<file path="src/rtl/ssmd_ram.sv">
// Generic single-port synchronous RAM with registered read.
// Standalone; no package dependency.
`default_nettype none

module ssmd_ram #(
  parameter int unsigned WIDTH = 8,
  parameter int unsigned DEPTH = 16
) (
  input  wire logic                     clk_i,
  input  wire logic                     we_i,
  input  wire logic                     re_i,
  input  wire logic [$clog2(DEPTH)-1:0] addr_i,
  input  wire logic [WIDTH-1:0]         wdata_i,
  output logic      [WIDTH-1:0]         rdata_o
);

  logic [WIDTH-1:0] mem_q [DEPTH];
  logic [WIDTH-1:0] rdata_q;

  always_ff @(posedge clk_i) begin
    if (we_i) begin
      mem_q[addr_i] <= wdata_i;
    end
    if (re_i) begin
      rdata_q <= mem_q[addr_i];
    end
  end

  assign rdata_o = rdata_q;

endmodule

`default_nettype wire

</file>
<file path="config.mk">
export PLATFORM = sky130hd
export DESIGN_NAME = ssmd_ram
export DESIGN_NICKNAME = d
export VERILOG_FILES = /design/src/rtl/ssmd_ram.sv
export SDC_FILE = /design/constraint.sdc
export NUM_CORES = 1
export LEC_CHECK = 0
export CORE_MARGIN = 2
export CORE_UTILIZATION = 53
export CTS_BUF_LIST = sky130_fd_sc_hd__clkbuf_8
export CTS_CLUSTER_DIAMETER = 30
export DETAILED_ROUTE_END_ITERATION = 16
export DONT_BUFFER_PORTS = 1
export GPL_ROUTABILITY_DRIVEN = 1
export PLACE_DENSITY = 0.68
export SLEW_MARGIN = 15
export SYNTH_ARGS = -nofsm -noshare
export SYNTH_HDL_FRONTEND = slang
export SYNTH_SLANG_ARGS = --single-unit
</file>
<file path="constraint.sdc">
create_clock -name clk_i -period 4.2 [get_ports clk_i]
set_input_delay 0 -clock clk_i [delete_from_list [all_inputs] [get_ports clk_i]]
set_output_delay 0 -clock clk_i [all_outputs]
set_load 0.02 [all_outputs]
</file>
==> results.md, run 1 <==
- Vias in the first global route: 2,280
- Crit end category: flip-flop
- Final Net Count: 268
- CP cell instances: dlygate4sd3_1, nor3_1, dlygate4sd3_1
- Clock latency on the worst-skew pair: 0.43 ns
- Worst setup SP type: input port
- Post-synth ARST share: 0
- CTS Buf Count: 17
- Die ar.: 0.0105 mm2
- Post-Place Cell Area: 0.00526 mm2
- Filler instances: 639
- Clock sinks: 136
- Register area: 0.00408 mm2
- Antenna violations before repair: 0
- Synth cell types: 17
- Row count: 35
- Multi-input logic area: 0.00100 mm2
- Post-synth EDFFs: 136
- Ratio of cells with drive above 1 in the final layout: 0.244
- Worst Tran Pin Value: 1.12 ns
- Setup Viol. Count Final: 0
- Most frequent CP cell: dlygate4sd3_1
- Number of DRC markers in iteration 0: 124
- Most common cell in the netlist: edfxtp_1
- Die Y-Extent: 103 um
- Clock skew: 0.0134 ns
- Root Driver: clkbuf_8
- Pre-antenna DRT Iters: 4
- GRT Overall Usage: 0.196
- Grt ovf: 0
- Post-CTS Resized: 0
- Via density: 5.86
- Crit Path Category: in2reg
- Biggest area consumer among synthesized cells: edfxtp_1
- Critical path peak fanout: 22
- Worst VDD drop: 221 uV
- Area Overhead vs Synth: 13.2%
- Synthesized Nets: 245
- H-tree depth: 4
- Routed wire per std cell: 23.3 um
- Final Util: 0.625
- Hold Violations, Final: 0
- Slowest-stage cell, CP: dlygate4sd3_1
- RSZ-0062 raised after global routing: false
- Final instance area: 0.00583 mm2
- Hold slack: 0.00989 ns
- Max stage delay on crit path: 0.88 ns
- Max Slew Vio Count: 0
- Post-route ant nets: 0
- CP Data Required Time: 4.29 ns
- CTS Hold Bufs: 13
- Pin count of the biggest net entering global routing: 38
- Chip width: 103 um
- Antenna Diode Count: 0
- Initial Util: 0.552
- RD Place Congestion: 0.756
- Worst-path clk slew: 0.07 ns
- Post-CTS setup buffer count: 0
- Pwr Density: 481 mW/mm2
- Final period util: 0.469
- Area contributors post-synth: edfxtp_1 79%, mux4_2 14%, a22oi_1 2.3%, nor2_1 0.95%, nand2_1 0.66%
- Share of the yosys chip area belonging to registers: 0.793
- Netlist Area Pre-Place: 0.00515 mm2
- Clk buf depth: 2
- Synth warn: 0
- Worst rel slew slack: 0.251
- Total routed wirelength: 9220 um
- TNS Setup: 0 ns
- Port-buffer cells: 0
- Post-Synthesis Cells: 230
- # Max-Cap Violations: 0
- Residual DRC: 0
- Most frequent cells after synthesis: 136 x edfxtp_1, 32 x mux4_2, 16 x a22oi_1, 13 x nor2_1, 9 x nand2_1
- Core area: 0.00933 mm2
- Worst Hold Class: in2reg
- Placed wire-length estimate: 5280 um
- #FFs+latches synth: 136
- Final min period: 1.97 ns
- Top-area cell type share of the netlist area: 0.793
- P_leak: 0.00182 uW
- Most used DFF post-synth: edfxtp_1
- Fmax: 508 MHz
- Post-synthesis area per instance: 22.4 um2
- First-pass GRT wire length: 13,900 um
- # IOs: 23
- Arrival time at the worst endpoint: 2.06 ns
- TritonCTS clock tree: done
- Status: finished clean
- Vias: 2,313
-- final cells by class --
cell class,instances,area share
sequential,136,0.701
timing repair buffer,15,0.0249
tap,129,0.0277
multi-input combinational,83,0.172
clock buffer,17,0.0401
clock inverter,15,0.0346
-- power breakdown --
part	switching [uW]	leakage [uW]	total [uW]	internal (uW)
Sequential	15.4	0.00124	1540	1530
Clock	495	0.000212	1150	650
Combinational	62.3	0.000376	115	52.8
-- through the flow --
stage,setup WS [ns],std cells,total power (uW)
6_report,2.23,395,2800
5_1_grt,2.13,395,2880
4_1_cts,2.25,395,2820
3_5_place_dp,2.45,350,1660
3_3_place_gp,2.50,350,1650
2_1_floorplan,2.71,230,1650
-- state kept, by name, indices dropped and copies added (netlist names) --
name and cells:
mem_q 128, rdata_o 8
-- worst paths after layout --
kind / startpoint / endpoint / slack, ns / depth (start not counted)
max: addr_i[1] / mem_q[0][5] / 2.23 / 3
min: addr_i[1] / rdata_o[1] / 0.01 / 3
max reg2reg: mem_q[15][6] / rdata_o[6] / 2.69 / 3
min reg2reg: mem_q[2][1] / rdata_o[1] / 0.78 / 3
-- cell families after synthesis --
family | share of synthesized area
AOI/OAI and AO/OA | 0.0233
buffers and inverters | 0.0117
DFF | 0.793
muxes | 0.140
and+or+nand+nor | 0.0316
-- critical path: cells and delay by family --
family | cells | cell delay, ns
buffers and inverters | 2 | 1.69
and+or+nand+nor | 1 | 0.35
-- layout by cell type (no fill, tap or decap), drive strengths merged --
cell type      n
a22oi         16
and2           1
buf            2
bufinv         4
clkbuf        17
clkinv         1
clkinvlp       4
dlygate4sd3   13
edfxtp       136
inv            6
mux4          32
nand2          9
nand2b         2
nand3          1
nand3b         2
nor2          13
nor2b          2
nor3           4
or3b           1
-- per-layer routing --
metal | track usage | up-vias | share of wire
met3 | 0.0631 | 10 | 0.054
li1 | - | 1016 | -
met1 | 0.273 | 1216 | 0.43
met4 | 0.0708 | 0 | 0.015
met5 | 0 | - | 0
met2 | 0.297 | 71 | 0.50
Note: power is estimated with default switching activity, not from simulation.
==> run 2, diff against run 1 <==
- clock period: 4.2 -> 1.85 ns (I/O delays scaled with it)
==> results.md, run 2 (synthesis gave the netlist of run 1 again) <==
- Status: finished clean
- Crit Path Category: reg2reg
- Area Overhead vs Synth: 13.8%
- Register area: 0.00408 mm2
- Via density: 5.80
- Root Driver: clkbuf_8
- Fmax: 644 MHz
- Clock sinks: 136
- CP Data Required Time: 2.02 ns
- Max Slew Vio Count: 0
- Setup Viol. Count Final: 0
- Final Net Count: 283
- Internal power: 4740 uW
- Placed wire-length estimate: 5640 um
- Number of flip-flops in the largest register: 128
- Worst Hold Class: in2reg
- Vias: 2,368
- # Max-Cap Violations: 0
- First-pass GRT wire length: 14,600 um
- RD Place Congestion: 0.754
- Reported net switching power: 1190 uW
- Hold Violations, Final: 0
- Top reg by flops: mem_q
- Worst-path clk slew: 0.07 ns
- Arrival time at the worst endpoint: 1.73 ns
- RSZ-0062 raised after global routing: false
- Routed wire per std cell: 23.8 um
- Final Util: 0.628
- Chip width: 103 um
- P_leak: 0.00188 uW
- Pin count of the biggest net entering global routing: 36
- Inst Count DP: 365
- Final min period: 1.55 ns
- Post-Place Cell Area: 0.00538 mm2
- Worst Tran Pin Value: 1.11 ns
- Worst rel slew slack: 0.260
- CTS Buf Count: 17
- Sw Share: 0.200
- Clock latency on the worst-skew pair: 0.43 ns
- Final instance area: 0.00586 mm2
- Residual DRC: 0
- Vias in the first global route: 2,469
- Die ar.: 0.0105 mm2
- Total routed wirelength: 9700 um
- Port-buffer cells: 0
- Final Non-Filler Cells: 408
- # IOs: 23
- TritonCTS clock tree: done
- Clk pwr share: 0.363
- Commonest non-fill, non-tap cell in the layout: edfxtp_1
- Multi-input logic area: 0.00100 mm2
- Most frequent cells in the layout: 136 x edfxtp_1, 32 x mux4_2, 17 x clkbuf_8, 17 x buf_4, 16 x a22oi_1
- Post-route ant nets: 0
- Pre-antenna DRT Iters: 4
- TNS Setup: 0 ns
- Filler instances: 634
- Crit end category: flip-flop
- Worst setup SP type: flip-flop
- Die Y-Extent: 103 um
- Critical path peak fanout: 1
- Final period util: 0.839
- Clock skew: 0.00868 ns
- GRT Overall Usage: 0.206
- Grt ovf: 0
- Initial Util: 0.552
- Worst VDD drop: 461 uV
- Pwr Density: 1010 mW/mm2
- Number of DRC markers in iteration 0: 145
- H-tree depth: 4
- Ratio of cells with drive above 1 in the final layout: 0.273
- Reg power frac: 0.592
- Antenna violations before repair: 1
- Combinational power share: 0.045
- Clk buf depth: 2
- Row count: 35
- Core area: 0.00933 mm2
-- run 2: cell type report --
class / instances / share of cell area
diodes: 1 / 0.000427
clock buffers: 17 / 0.0399
clock inverters: 12 / 0.0194
multi-input cells: 83 / 0.171
flip-flops and latches: 136 / 0.697
well taps: 129 / 0.0275
repair buffers: 30 / 0.0444
-- run 2: final timing paths --
kind | from | to | slack (ns) | depth (start not counted)
max | mem_q[3][0] | rdata_o[0] | 0.30 | 3
min | addr_i[1] | rdata_o[7] | 0.01 | 3
max reg2reg | mem_q[3][0] | rdata_o[0] | 0.30 | 3
min reg2reg | mem_q[10][3] | rdata_o[3] | 0.76 | 3
-- run 2: what timing repair did --
action / CTS / global route
hold buffers: 13 / 0
hold endpoints to repair: 175 / 0
gates resized for setup: 0 / 1
endpoints found under the setup margin: 0 / 6
setup buffers: 0 / 0
-- run 2: layer usage --
metal,up-vias,part of all wire,track usage
met5,-,0,0
li1,1041,-,-
met1,1209,0.40,0.272
met3,16,0.081,0.0617
met2,102,0.50,0.317
met4,0,0.025,0.0985
-- run 2: power groups by stage --
stage / registers (uW) / logic [uW] / clock network [uW]
finish: 3510 / 267 / 2150
global route: 3520 / 287 / 2310
CTS: 3510 / 267 / 2190
detailed placement: 3580 / 189 / 0
global placement: 3580 / 188 / 0
floorplan: 3570 / 178 / 0
-- run 2: worst max-delay path, cell delays in order, from the launching register on --
cell      delay, ns
edfxtp_1       0.37
mux4_2         0.48
a22oi_1        0.35
nand2_1        0.10
-- run 2: through the flow --
step | total power [uW] | worst slack [ns] | hold slack, ns
2_1_floorplan | 3750 | 0.357 | 0.0989
3_3_place_gp | 3760 | 0.322 | 0.0997
3_5_place_dp | 3770 | 0.341 | 0.0996
4_1_cts | 5970 | 0.0208 | 0.000425
5_1_grt | 6120 | 0.305 | 0.0135
6_report | 5930 | 0.297 | 0.0119
